`config.mk`:
```
export PLATFORM = sky130hd
export DESIGN_NAME = looping_timeline_counter
export DESIGN_NICKNAME = d
export VERILOG_FILES = /design/src/rtl/ltc_pkg.sv /design/src/rtl/ltc_div.sv /design/src/rtl/looping_timeline_counter.sv
export SDC_FILE = /design/constraint.sdc
export NUM_CORES = 2
export LEC_CHECK = 0
export ABC_CLOCK_PERIOD_IN_PS = 18800
export BUFFER_PORTS_ARGS = -buffer_cell sky130_fd_sc_hd__buf_2
export CELL_PAD_IN_SITES_DETAIL_PLACEMENT = 1
export CELL_PAD_IN_SITES_GLOBAL_PLACEMENT = 2
export CORE_AREA = 2 2 296 298
export CTS_CLUSTER_DIAMETER = 40
export DETAILED_ROUTE_END_ITERATION = 6
export DIE_AREA = 0 0 298 300
export MAX_ROUTING_LAYER = met4
export PLACE_DENSITY = 0.93
export SLEW_MARGIN = 20
export SYNTH_ARGS = -nofsm -noshare
export SYNTH_HDL_FRONTEND = slang
export SYNTH_SLANG_ARGS = --single-unit
```
`constraint.sdc`:
```
create_clock -name clk -period 18.8 [get_ports clk]
set_input_delay 3.76 -clock clk [delete_from_list [all_inputs] [get_ports clk]]
set_output_delay 3.76 -clock clk [all_outputs]
set_load 0.01 [all_outputs]
```
`src/rtl/ltc_pkg.sv`:
```
package ltc_pkg;

	// field widths fixed by the interface
	localparam int DUR_BITS     = 21;
	localparam int LC_BITS      = 11;
	localparam int LOOP_BITS    = 10;
	localparam int DELTA_BITS   = 16;
	localparam int SEEK_BITS    = 30;
	localparam int OP_BITS      = 3;
	localparam int CFG_IDX_BITS = 2;
	localparam int RS_BITS      = 2;
	// magnitude bits of a positive loop duration
	localparam int DIV_BITS     = DUR_BITS - 1;

	localparam logic [LOOP_BITS-1:0] LOOP_MAX = '1;

	// configuration register indexes
	localparam logic [CFG_IDX_BITS-1:0] CFG_DURATION   = 2'd0;
	localparam logic [CFG_IDX_BITS-1:0] CFG_LOOP_COUNT = 2'd1;
	localparam logic [CFG_IDX_BITS-1:0] CFG_DIRECTION  = 2'd2;

	typedef enum logic [OP_BITS-1:0] {
		OP_TICK   = 3'd0,
		OP_START  = 3'd1,
		OP_STOP   = 3'd2,
		OP_PAUSE  = 3'd3,
		OP_RESUME = 3'd4,
		OP_SEEK   = 3'd5
	} op_t;

	typedef enum logic [RS_BITS-1:0] {
		RS_STOP  = 2'd0,
		RS_PAUSE = 2'd1,
		RS_RUN   = 2'd2
	} run_state_t;

	typedef enum logic [2:0] {
		SEQ_IDLE,
		SEQ_MUL,
		SEQ_SETUP,
		SEQ_DIV,
		SEQ_SPLIT,
		SEQ_FIN_MUL,
		SEQ_FIN_CHK,
		SEQ_DONE
	} seq_t;

endpackage

```
`src/rtl/ltc_div.sv`:
```
module ltc_div #(
	parameter int W = 30
) (
	input  logic                          clk,
	input  logic                          arst_n,
	input  logic                          start,
	input  logic [W-1:0]                  dividend,
	input  logic [ltc_pkg::DIV_BITS-1:0]  divisor,
	output logic                          done,
	output logic [W-1:0]                  quotient,
	output logic [ltc_pkg::DIV_BITS-1:0]  remainder
);

	localparam int CW = (W > 1) ? $clog2(W) : 1;

	logic                          busy_q;
	logic                          done_q;
	logic [CW-1:0]                 cnt_q;
	logic [ltc_pkg::DIV_BITS-1:0]  rem_q;
	logic [W-1:0]                  quo_q;
	logic [ltc_pkg::DIV_BITS:0]    trial;
	logic [ltc_pkg::DIV_BITS:0]    diff;
	logic                          take;

	// one restoring step: shift in the next dividend bit, subtract if it fits
	always_comb begin
		trial = {rem_q, quo_q[W-1]};
		take  = trial >= {1'b0, divisor};
		diff  = trial - {1'b0, divisor};
	end

	// step counter and completion pulse
	always_ff @(posedge clk or negedge arst_n) begin
		if (!arst_n) begin
			busy_q <= 1'b0;
			done_q <= 1'b0;
			cnt_q  <= '0;
		end else if (start) begin
			busy_q <= 1'b1;
			done_q <= 1'b0;
			cnt_q  <= CW'(W - 1);
		end else if (busy_q) begin
			cnt_q <= cnt_q - CW'(1);
			if (cnt_q == '0) begin
				busy_q <= 1'b0;
				done_q <= 1'b1;
			end
		end else begin
			done_q <= 1'b0;
		end
	end

	// partial remainder and quotient shift register
	always_ff @(posedge clk) begin
		if (start) begin
			quo_q <= dividend;
			rem_q <= '0;
		end else if (busy_q) begin
			rem_q <= take ? diff[ltc_pkg::DIV_BITS-1:0] : trial[ltc_pkg::DIV_BITS-1:0];
			quo_q <= {quo_q[W-2:0], take};
		end
	end

	assign done      = done_q;
	assign quotient  = quo_q;
	assign remainder = rem_q;

endmodule

```
`src/rtl/looping_timeline_counter.sv`:
```
// Looping timeline counter. Keeps a total elapsed time and splits it into a loop
// number and a time within the loop, set up by the duration, loop count and
// direction registers. Each input transaction carries one operation (tick, start,
// stop, pause, resume, seek) and yields exactly one output transaction with the
// state after it. The block works on one transaction at a time: in_stall is high
// from acceptance until the result is loaded into the output register, and a new
// transaction can be taken while that result still waits. An operation that sets
// the time with a positive duration passes through the restoring divider, which
// resolves one quotient bit per cycle; one that ends in a stop also passes the
// completion check.
module looping_timeline_counter #(
	parameter int TIME_BITS = 30
) (
	input  logic                              clk,
	input  logic                              arst_n,
	input  logic                              cfg_we,
	input  logic [ltc_pkg::CFG_IDX_BITS-1:0]  cfg_index,
	input  logic [ltc_pkg::DUR_BITS-1:0]      cfg_data,
	input  logic                              in_valid,
	output logic                              in_stall,
	input  logic [ltc_pkg::OP_BITS-1:0]       op,
	input  logic [ltc_pkg::DELTA_BITS-1:0]    delta_ms,
	input  logic [ltc_pkg::SEEK_BITS-1:0]     seek_ms,
	output logic                              out_valid,
	input  logic                              out_stall,
	output logic [TIME_BITS-1:0]              total_time,
	output logic [TIME_BITS-1:0]              loop_time,
	output logic [ltc_pkg::LOOP_BITS-1:0]     loop_index,
	output logic [ltc_pkg::RS_BITS-1:0]       run_state,
	output logic                              loop_changed,
	output logic                              finished
);

	localparam int TL_BITS = (TIME_BITS > ltc_pkg::DIV_BITS) ? TIME_BITS : ltc_pkg::DIV_BITS;
	localparam int WB      = ((TIME_BITS > 32) ? TIME_BITS : 32) + 2;
	localparam int FP_BITS = TL_BITS + ltc_pkg::LC_BITS;
	localparam int FC_BITS = (FP_BITS > 32) ? FP_BITS : 32;
	localparam logic [TIME_BITS-1:0] TIME_MAX = '1;

	// configuration registers
	logic signed [ltc_pkg::DUR_BITS-1:0]  dur_q;
	logic signed [ltc_pkg::LC_BITS-1:0]   lc_q;
	logic                                 dir_q;

	// sequencer and item registers
	ltc_pkg::seq_t                        seq_q, seq_d;
	ltc_pkg::op_t                         op_q;
	logic [ltc_pkg::DELTA_BITS-1:0]       delta_q;
	logic [ltc_pkg::SEEK_BITS-1:0]        seek_q;
	logic signed [31:0]                   prod_q;
	logic [31:0]                          prod_u;
	logic [FP_BITS-1:0]                   fin_prod_q;
	logic [ltc_pkg::LOOP_BITS-1:0]        old_lp_q;

	// timeline state
	logic [TIME_BITS-1:0]                 total_q, total_d;
	logic [TL_BITS-1:0]                   tl_q, tl_d;
	logic [ltc_pkg::LOOP_BITS-1:0]        lp_q, lp_d;
	ltc_pkg::run_state_t                  st_q, st_d;
	logic                                 fin_q, fin_d;

	// output register
	logic                                 out_valid_q;
	logic                                 out_load;
	logic [TIME_BITS-1:0]                 total_time_q;
	logic [TIME_BITS-1:0]                 loop_time_q;
	logic [ltc_pkg::LOOP_BITS-1:0]        loop_index_q;
	ltc_pkg::run_state_t                  run_state_q;
	logic                                 loop_changed_q;
	logic                                 finished_q;

	// decoded configuration
	logic                                 in_accept;
	logic                                 dur_pos, dur_inf, lc_neg, lc_zero, lc_all;
	logic                                 unbounded;
	logic [ltc_pkg::DIV_BITS-1:0]         dur_mag;
	logic [TIME_BITS-1:0]                 tdur, dur_sat, rewind;
	logic signed [WB-1:0]                 raw;
	logic [TIME_BITS-1:0]                 tgt_sat, tgt;
	logic                                 set_go, stop_go;

	// divider and split results
	logic                                 div_start, div_done;
	logic [TIME_BITS-1:0]                 div_quo;
	logic [ltc_pkg::DIV_BITS-1:0]         div_rem;
	logic [TIME_BITS-1:0]                 q_use, q_dec;
	logic                                 q_eq_lc;
	logic [ltc_pkg::LOOP_BITS-1:0]        lp_of_q, lp_of_qdec;
	logic [TL_BITS-1:0]                   split_tl;
	logic [ltc_pkg::LOOP_BITS-1:0]        split_lp;
	logic                                 auto_stop, stop_ok;
	logic [ltc_pkg::LC_BITS-1:0]          lp_inc;
	logic                                 fin_fwd, fin_chk;

	assign in_accept = in_valid && !in_stall;
	assign in_stall  = (seq_q != ltc_pkg::SEQ_IDLE);

	// configuration writes
	always_ff @(posedge clk or negedge arst_n) begin
		if (!arst_n) begin
			dur_q <= '0;
			lc_q  <= ltc_pkg::LC_BITS'(1);
			dir_q <= 1'b0;
		end else if (cfg_we) begin
			case (cfg_index)
				ltc_pkg::CFG_DURATION:   dur_q <= cfg_data;
				ltc_pkg::CFG_LOOP_COUNT: lc_q  <= cfg_data[ltc_pkg::LC_BITS-1:0];
				ltc_pkg::CFG_DIRECTION:  dir_q <= cfg_data[0];
				default: ;
			endcase
		end
	end

	// register decode
	always_comb begin
		dur_pos   = !dur_q[ltc_pkg::DUR_BITS-1] && (dur_q != '0);
		dur_inf   = (dur_q == '1);
		dur_mag   = dur_q[ltc_pkg::DIV_BITS-1:0];
		lc_neg    = lc_q[ltc_pkg::LC_BITS-1];
		lc_zero   = (lc_q == '0);
		lc_all    = (lc_q == '1);
		unbounded = dur_inf || (dur_pos && lc_neg);
		prod_u    = prod_q;
	end

	// total duration and rewind point, saturated to the time range
	always_comb begin
		if (dur_pos && !lc_neg)
			tdur = (WB'(prod_u) > WB'(TIME_MAX)) ? TIME_MAX : TIME_BITS'(prod_u);
		else
			tdur = '0;
		dur_sat = (WB'(dur_mag) > WB'(TIME_MAX)) ? TIME_MAX : TIME_BITS'(dur_mag);
		if (!dir_q)
			rewind = '0;
		else if (lc_all)
			rewind = dur_pos ? dur_sat : '0;
		else
			rewind = tdur;
	end

	// new target time and its clamp
	always_comb begin
		case (op_q)
			ltc_pkg::OP_TICK:
				raw = dir_q ? $signed(WB'(total_q)) - $signed(WB'(delta_q))
				            : $signed(WB'(total_q)) + $signed(WB'(delta_q));
			ltc_pkg::OP_SEEK: raw = $signed(WB'(seek_q));
			default:          raw = $signed(WB'(rewind));
		endcase
		if (raw[WB-1])
			tgt_sat = '0;
		else if (raw > $signed(WB'(TIME_MAX)))
			tgt_sat = TIME_MAX;
		else
			tgt_sat = TIME_BITS'(raw);
		tgt = (!unbounded && (tgt_sat > tdur)) ? tdur : tgt_sat;
	end

	ltc_div #(
		.W (TIME_BITS)
	) u_div (
		.clk       (clk),
		.arst_n    (arst_n),
		.start     (div_start),
		.dividend  (tgt),
		.divisor   (dur_mag),
		.done      (div_done),
		.quotient  (div_quo),
		.remainder (div_rem)
	);

	// split the total into loop number and time in loop
	always_comb begin
		q_use      = dur_pos ? div_quo : '0;
		q_dec      = q_use - TIME_BITS'(1);
		q_eq_lc    = !lc_neg && (q_use == TIME_BITS'(lc_q[ltc_pkg::LOOP_BITS-1:0]));
		lp_of_q    = (q_use > TIME_BITS'(ltc_pkg::LOOP_MAX)) ? ltc_pkg::LOOP_MAX
		                                                     : q_use[ltc_pkg::LOOP_BITS-1:0];
		lp_of_qdec = (q_dec > TIME_BITS'(ltc_pkg::LOOP_MAX)) ? ltc_pkg::LOOP_MAX
		                                                     : q_dec[ltc_pkg::LOOP_BITS-1:0];
		if (q_eq_lc) begin
			split_tl = dur_pos ? TL_BITS'(dur_mag) : '0;
			split_lp = lc_zero ? '0
			                   : lc_q[ltc_pkg::LOOP_BITS-1:0] - ltc_pkg::LOOP_BITS'(1);
		end else if (!dur_pos) begin
			split_tl = TL_BITS'(total_q);
			split_lp = '0;
		end else if (!dir_q) begin
			split_tl = TL_BITS'(div_rem);
			split_lp = lp_of_q;
		end else if (total_q == '0) begin
			split_tl = '0;
			split_lp = lp_of_q;
		end else if (div_rem == '0) begin
			// backward end of loop: a whole loop shows as full, one loop lower
			split_tl = TL_BITS'(dur_mag);
			split_lp = lp_of_qdec;
		end else begin
			split_tl = TL_BITS'(div_rem);
			split_lp = lp_of_q;
		end
		auto_stop = (!dir_q && !unbounded && (total_q == tdur)) || (dir_q && (total_q == '0));
		stop_ok   = (st_q != ltc_pkg::RS_STOP) && !lc_zero;
	end

	// completion test on a stop
	always_comb begin
		lp_inc  = ltc_pkg::LC_BITS'(lp_q) + ltc_pkg::LC_BITS'(1);
		fin_fwd = !dir_q && !prod_q[31] && (FC_BITS'(fin_prod_q) == FC_BITS'(prod_u));
		fin_chk = dur_inf || lc_neg || fin_fwd || (dir_q && (tl_q == '0));
	end

	// sequencer state register
	always_ff @(posedge clk or negedge arst_n) begin
		if (!arst_n) begin
			seq_q <= ltc_pkg::SEQ_IDLE;
		end else begin
			seq_q <= seq_d;
		end
	end

	// sequencer next state and state updates
	always_comb begin
		seq_d     = seq_q;
		total_d   = total_q;
		tl_d      = tl_q;
		lp_d      = lp_q;
		st_d      = st_q;
		fin_d     = fin_q;
		div_start = 1'b0;
		out_load  = 1'b0;
		set_go    = 1'b0;
		stop_go   = 1'b0;
		case (seq_q)
			ltc_pkg::SEQ_IDLE: begin
				if (in_valid) begin
					fin_d = 1'b0;
					seq_d = ltc_pkg::SEQ_MUL;
				end
			end
			ltc_pkg::SEQ_MUL: begin
				seq_d = ltc_pkg::SEQ_SETUP;
			end
			ltc_pkg::SEQ_SETUP: begin
				case (op_q)
					ltc_pkg::OP_TICK: begin
						set_go = (st_q == ltc_pkg::RS_RUN) && (delta_q != '0);
					end
					ltc_pkg::OP_START: begin
						if ((st_q != ltc_pkg::RS_RUN) && !lc_zero) begin
							st_d   = ltc_pkg::RS_RUN;
							set_go = (st_q == ltc_pkg::RS_STOP);
						end
					end
					ltc_pkg::OP_STOP: begin
						stop_go = (st_q != ltc_pkg::RS_STOP) && !lc_zero;
					end
					ltc_pkg::OP_PAUSE: begin
						if ((st_q == ltc_pkg::RS_RUN) && !lc_zero)
							st_d = ltc_pkg::RS_PAUSE;
					end
					ltc_pkg::OP_RESUME: begin
						if ((st_q == ltc_pkg::RS_PAUSE) && !lc_zero)
							st_d = ltc_pkg::RS_RUN;
					end
					ltc_pkg::OP_SEEK: begin
						set_go = 1'b1;
					end
					default: ;
				endcase
				if (set_go) begin
					total_d = tgt;
					if (dur_pos) begin
						div_start = 1'b1;
						seq_d     = ltc_pkg::SEQ_DIV;
					end else begin
						seq_d = ltc_pkg::SEQ_SPLIT;
					end
				end else if (stop_go) begin
					seq_d = ltc_pkg::SEQ_FIN_MUL;
				end else begin
					seq_d = ltc_pkg::SEQ_DONE;
				end
			end
			ltc_pkg::SEQ_DIV: begin
				if (div_done)
					seq_d = ltc_pkg::SEQ_SPLIT;
			end
			ltc_pkg::SEQ_SPLIT: begin
				tl_d  = split_tl;
				lp_d  = split_lp;
				seq_d = (auto_stop && stop_ok) ? ltc_pkg::SEQ_FIN_MUL : ltc_pkg::SEQ_DONE;
			end
			ltc_pkg::SEQ_FIN_MUL: begin
				seq_d = ltc_pkg::SEQ_FIN_CHK;
			end
			ltc_pkg::SEQ_FIN_CHK: begin
				fin_d = fin_chk;
				st_d  = ltc_pkg::RS_STOP;
				seq_d = ltc_pkg::SEQ_DONE;
			end
			ltc_pkg::SEQ_DONE: begin
				if (!out_valid_q || !out_stall) begin
					out_load = 1'b1;
					seq_d    = ltc_pkg::SEQ_IDLE;
				end
			end
			default: begin
				seq_d = ltc_pkg::SEQ_IDLE;
			end
		endcase
	end

	// timeline state registers
	always_ff @(posedge clk or negedge arst_n) begin
		if (!arst_n) begin
			total_q <= '0;
			tl_q    <= '0;
			lp_q    <= '0;
			st_q    <= ltc_pkg::RS_STOP;
			fin_q   <= 1'b0;
		end else begin
			total_q <= total_d;
			tl_q    <= tl_d;
			lp_q    <= lp_d;
			st_q    <= st_d;
			fin_q   <= fin_d;
		end
	end

	// item capture, products
	always_ff @(posedge clk) begin
		if (in_accept) begin
			op_q     <= ltc_pkg::op_t'(op);
			delta_q  <= delta_ms;
			seek_q   <= seek_ms;
			old_lp_q <= lp_q;
		end
		if (seq_q == ltc_pkg::SEQ_MUL)
			prod_q <= 32'(dur_q) * 32'(lc_q);
		if (seq_q == ltc_pkg::SEQ_FIN_MUL)
			fin_prod_q <= FP_BITS'(tl_q) * FP_BITS'(lp_inc);
	end

	// output register valid
	always_ff @(posedge clk or negedge arst_n) begin
		if (!arst_n) begin
			out_valid_q <= 1'b0;
		end else if (out_load) begin
			out_valid_q <= 1'b1;
		end else if (!out_stall) begin
			out_valid_q <= 1'b0;
		end
	end

	// output register payload
	always_ff @(posedge clk) begin
		if (out_load) begin
			total_time_q   <= total_q;
			loop_time_q    <= TIME_BITS'(tl_q);
			loop_index_q   <= lp_q;
			run_state_q    <= st_q;
			loop_changed_q <= (lp_q != old_lp_q);
			finished_q     <= fin_q;
		end
	end

	assign out_valid    = out_valid_q;
	assign total_time   = total_time_q;
	assign loop_time    = loop_time_q;
	assign loop_index   = loop_index_q;
	assign run_state    = run_state_q;
	assign loop_changed = loop_changed_q;
	assign finished     = finished_q;

	// divider completes only while the sequencer waits for it
	a_div_done_in_div: assert property (@(posedge clk) disable iff (!arst_n)
		div_done |-> (seq_q == ltc_pkg::SEQ_DIV))
		else $error("divider done outside divide phase");

	// a completion is only reported together with the stopped state
	a_fin_stopped: assert property (@(posedge clk) disable iff (!arst_n)
		((seq_q == ltc_pkg::SEQ_DONE) && fin_q) |-> (st_q == ltc_pkg::RS_STOP))
		else $error("finished without stop");

	// a bounded timeline never holds a total past its end
	a_total_bounded: assert property (@(posedge clk) disable iff (!arst_n)
		((seq_q == ltc_pkg::SEQ_SPLIT) && !unbounded) |-> (total_q <= tdur))
		else $error("total beyond total duration");

	// time in loop never exceeds one loop
	a_tl_in_loop: assert property (@(posedge clk) disable iff (!arst_n)
		((seq_q == ltc_pkg::SEQ_SPLIT) && dur_pos) |=> (tl_q <= TL_BITS'(dur_mag)))
		else $error("time in loop exceeds duration");

endmodule

```
==> metrics.csv <==
stage,metric,value,unit
clock_network,clock root cell,clkbuf_16,
routing,vias per cell,5.94,
layout,P&R area growth vs syn,10.9,%
clock_network,postcts setup bufs,0,
sta,Max-slew headroom,26.1,%
clock_network,CTS Hold Buffers Added,0,
global_routing,largest net degree at the start of global routing,75,
setup_path,Reg-to-Reg End,fin_prod_q[40]$_DFFE_PP_,
setup_path,Critical Path End Type,register,
routing,drt wl/cell,25.8,um
synthesis,Post-Syn Area,38600,um^2
global_routing,vias in the first global route,34900,
setup_path,"slowest stage cell, crit path",a2111oi_0,
clock_network,post_cts resized,0,
routing,initial drt markers,2646,
sta,clk_skew,0.0510,ns
die,initial core utilization,44.7,%
sta,RSZ-0062 raised after global routing,no,
setup_path,CP startpoint kind,register,
synthesis,Synth area leaders,"fa_1 (24%), edfxtp_1 (18%), ha_1 (7.6%), dfrtp_1 (7.5%), nand2_1 (5.3%)",
setup_path,R2R setup slack,10.26,ns
place,Final GP Congestion,0.964,
hold_path,Hold EP,dir_q$_DFFE_PN0P_,
place,port bufs,152,
sta,final hold vios,0,
synthesis,Yosys warning count,0,
place,post-DP HPWL,104,mm
status,status,completed,
routing,DR pass1 iterations,6,
clock_network,CTS Sinks,373,
sta,setup violators final,0,
global_routing,initial antenna violation count,2,
sta,Fmax achieved,117,MHz
die,Core Region,86200,um^2
sta,minimum clock period,8.54,ns
setup_path,Critical Path Fanout Max,36,
setup_path,WS Path Type,register to register,
routing,DRC viols,0,
synthesis,share of the synthesized area in the top cell type,23.9,%
routing,WL final,139,mm
sta,Least-Margin Pin Slew,1.10,ns
layout,share of cells above drive strength 1,9.56,%
place,post-place instance area,40600,um^2
setup_path,cell mode on critical path,fa_1,
synthesis,Post-Synthesis Cells,4126,
die,io pins,153,
synthesis,Syn Nets,4899,
synthesis,#FFs+latches synth,373,
sta,Fin Setup TNS,0,ns
routing,ANT nets after route,0,
clock_network,TritonCTS clock tree,done,
routing,vias,32000,
clock_network,total CTS buffers,59,
synthesis,synthesized area per cell,9.34,um^2
layout,Final Cell Area,42800,um^2
synthesis,Post-synth EDFFs,236,
synthesis,library cell with the largest summed area after synthesis,fa_1,
synthesis,fraction of registers with async set/reset,31.4,%
synthesis,number of distinct library cells after synthesis,78,
clock_network,maximum clock path buffer count,3,
clock_network,"Reg clk slew, reported paths",0.06,ns
global_routing,GRT Util Overall,32.5,%
hold_path,origin of the worst min-delay path,dir_q$_DFFE_PN0P_,
setup_path,R2R cell count,25,
die,DIE WIDTH,298,um
setup_path,Required @ worst endpoint,19.18,ns
setup_path,Worst R2R Start,lp_q[0]$_DFFE_PN0N_,
die,Row Count,108,
sta,Slew Limit Fails,0,
die,Die Span Y,300,um
clock_network,Clock Latency Late Sink,0.68,ns
synthesis,Synth top cells by count,"nand2_1 (540), inv_1 (497), fa_1 (461)",
layout,nets@finish,4960,
hold_path,Hold WC Path Type,register to register,
global_routing,first-pass GRT wire length,216,mm
flow_run,max_cap viols,0,
die,Die ar.,89400,um^2
hold_path,Hold Path Stages,1,
synthesis,sequential share of the synthesized area,27.0,%
clock_network,H-tree Lvls,2,
global_routing,global route total overflow,0,
synthesis,"Primary FF master, synth",edfxtp_1,
setup_path,"Arr. time, crit path",8.92,ns
setup_path,CP max stage delay,0.76,ns
synthesis,"count leader, synth",nand2_1,
sta,Final period util,45.4,%
layout make-up:
| class | count | area [um^2] |
|---|---|---|
| Fill cell | 9855 | 43400 |
| Multi-Input combinational cell | 3023 | 25600 |
| Sequential cell | 373 | 10400 |
| Inverter | 499 | 1870 |
| Clock buffer | 63 | 1500 |
| Tap cell | 1155 | 1450 |
| Timing Repair Buffer | 231 | 1360 |
| Clock inverter | 49 | 597 |
| Antenna cell | 1 | 2.50 |
how the worst max path moves through the flow:
stage | start | to
after global routing | lp_q[1]$_DFFE_PN0N_ | fin_prod_q[40]$_DFFE_PP_
after global placement | lp_q[1]$_DFFE_PN0N_ | fin_prod_q[40]$_DFFE_PP_
after CTS | lp_q[1]$_DFFE_PN0N_ | fin_prod_q[40]$_DFFE_PP_
after floorplan | out_stall | finished$_DFFE_PP_
after detailed placement | lp_q[1]$_DFFE_PN0N_ | fin_prod_q[40]$_DFFE_PP_
final | lp_q[0]$_DFFE_PN0N_ | fin_prod_q[40]$_DFFE_PP_
per-stage QoR:
step	setup slack (ns)	hold WS, ns	std cells	util [%]
after floorplan	11.25	0.423	4126	-
after global placement	10.47	0.515	5281	47.1
after detailed placement	10.32	0.515	5281	47.1
after CTS	10.27	0.528	5393	49.6
after global routing	9.66	0.551	5394	49.6
final	10.26	0.527	5394	49.6
per-layer routing:
layer  share of wire [%]  up-vias  wire (um)  track usage [%]
met5                   0        -          0                -
met4                 4.9        0       6880             13.7
met3                 6.7      330       9320             3.89
met2                  48     1223      66600             53.0
met1                  41    16600      56400             41.3
li1                    -    13800          -                -
worst max-delay path: cells and delay by family (launching register included):
family          cells  cell delay (ns)
compound gates      9             2.95
fa+ha+maj           6             2.88
buf+inv             4             0.95
simple gates        4             0.82
flops               1             0.37
xor+xnor            2             0.32
placed cells by master, fill, tap and decap left out, types with 23 or more instances in the layout:
master,n
inv_1,497
o21a_1,27
and2_1,109
buf_4,78
clkbuf_16,59
nor2b_1,109
fa_1,461
nor4_1,50
nor2_1,233
mux2_2,25
nand4_1,47
nand2b_1,62
a21o_1,47
nor3_1,48
nand3_1,37
dfrtp_1,116
buf_2,151
a22oi_1,36
nand2_1,540
xor2_1,49
or3_1,23
edfxtp_1,236
o21ai_0,242
and3_1,24
a211oi_1,36
ha_1,235
xnor2_1,127
a21oi_1,194
logic make-up after synthesis:
kind of cell               after synthesis  share of synthesized area [%]
DFF                                    373                           27.0
and+or+nand+nor                       1328                           16.4
AOI/OAI and AO/OA                      770                           12.4
xor gates and xnor gates               184                           4.18
adders and majority gates              696                           31.6
muxes                                   45                           1.25
buffers and inverters                  730                           7.16
flip-flops by register name (all words and copies together) (netlist names), 11 cells and up:
name             cells
total_q             30
lc_q                11
total_time          30
seek_q              30
dur_q               21
loop_time           30
fin_prod_q          41
u_div.remainder     20
delta_q             16
prod_q              32
u_div.quotient      30
tl_q                30
Power is not shown: default switching activity piles up to over one toggle a cycle in this logic, so the estimate is an artifact.
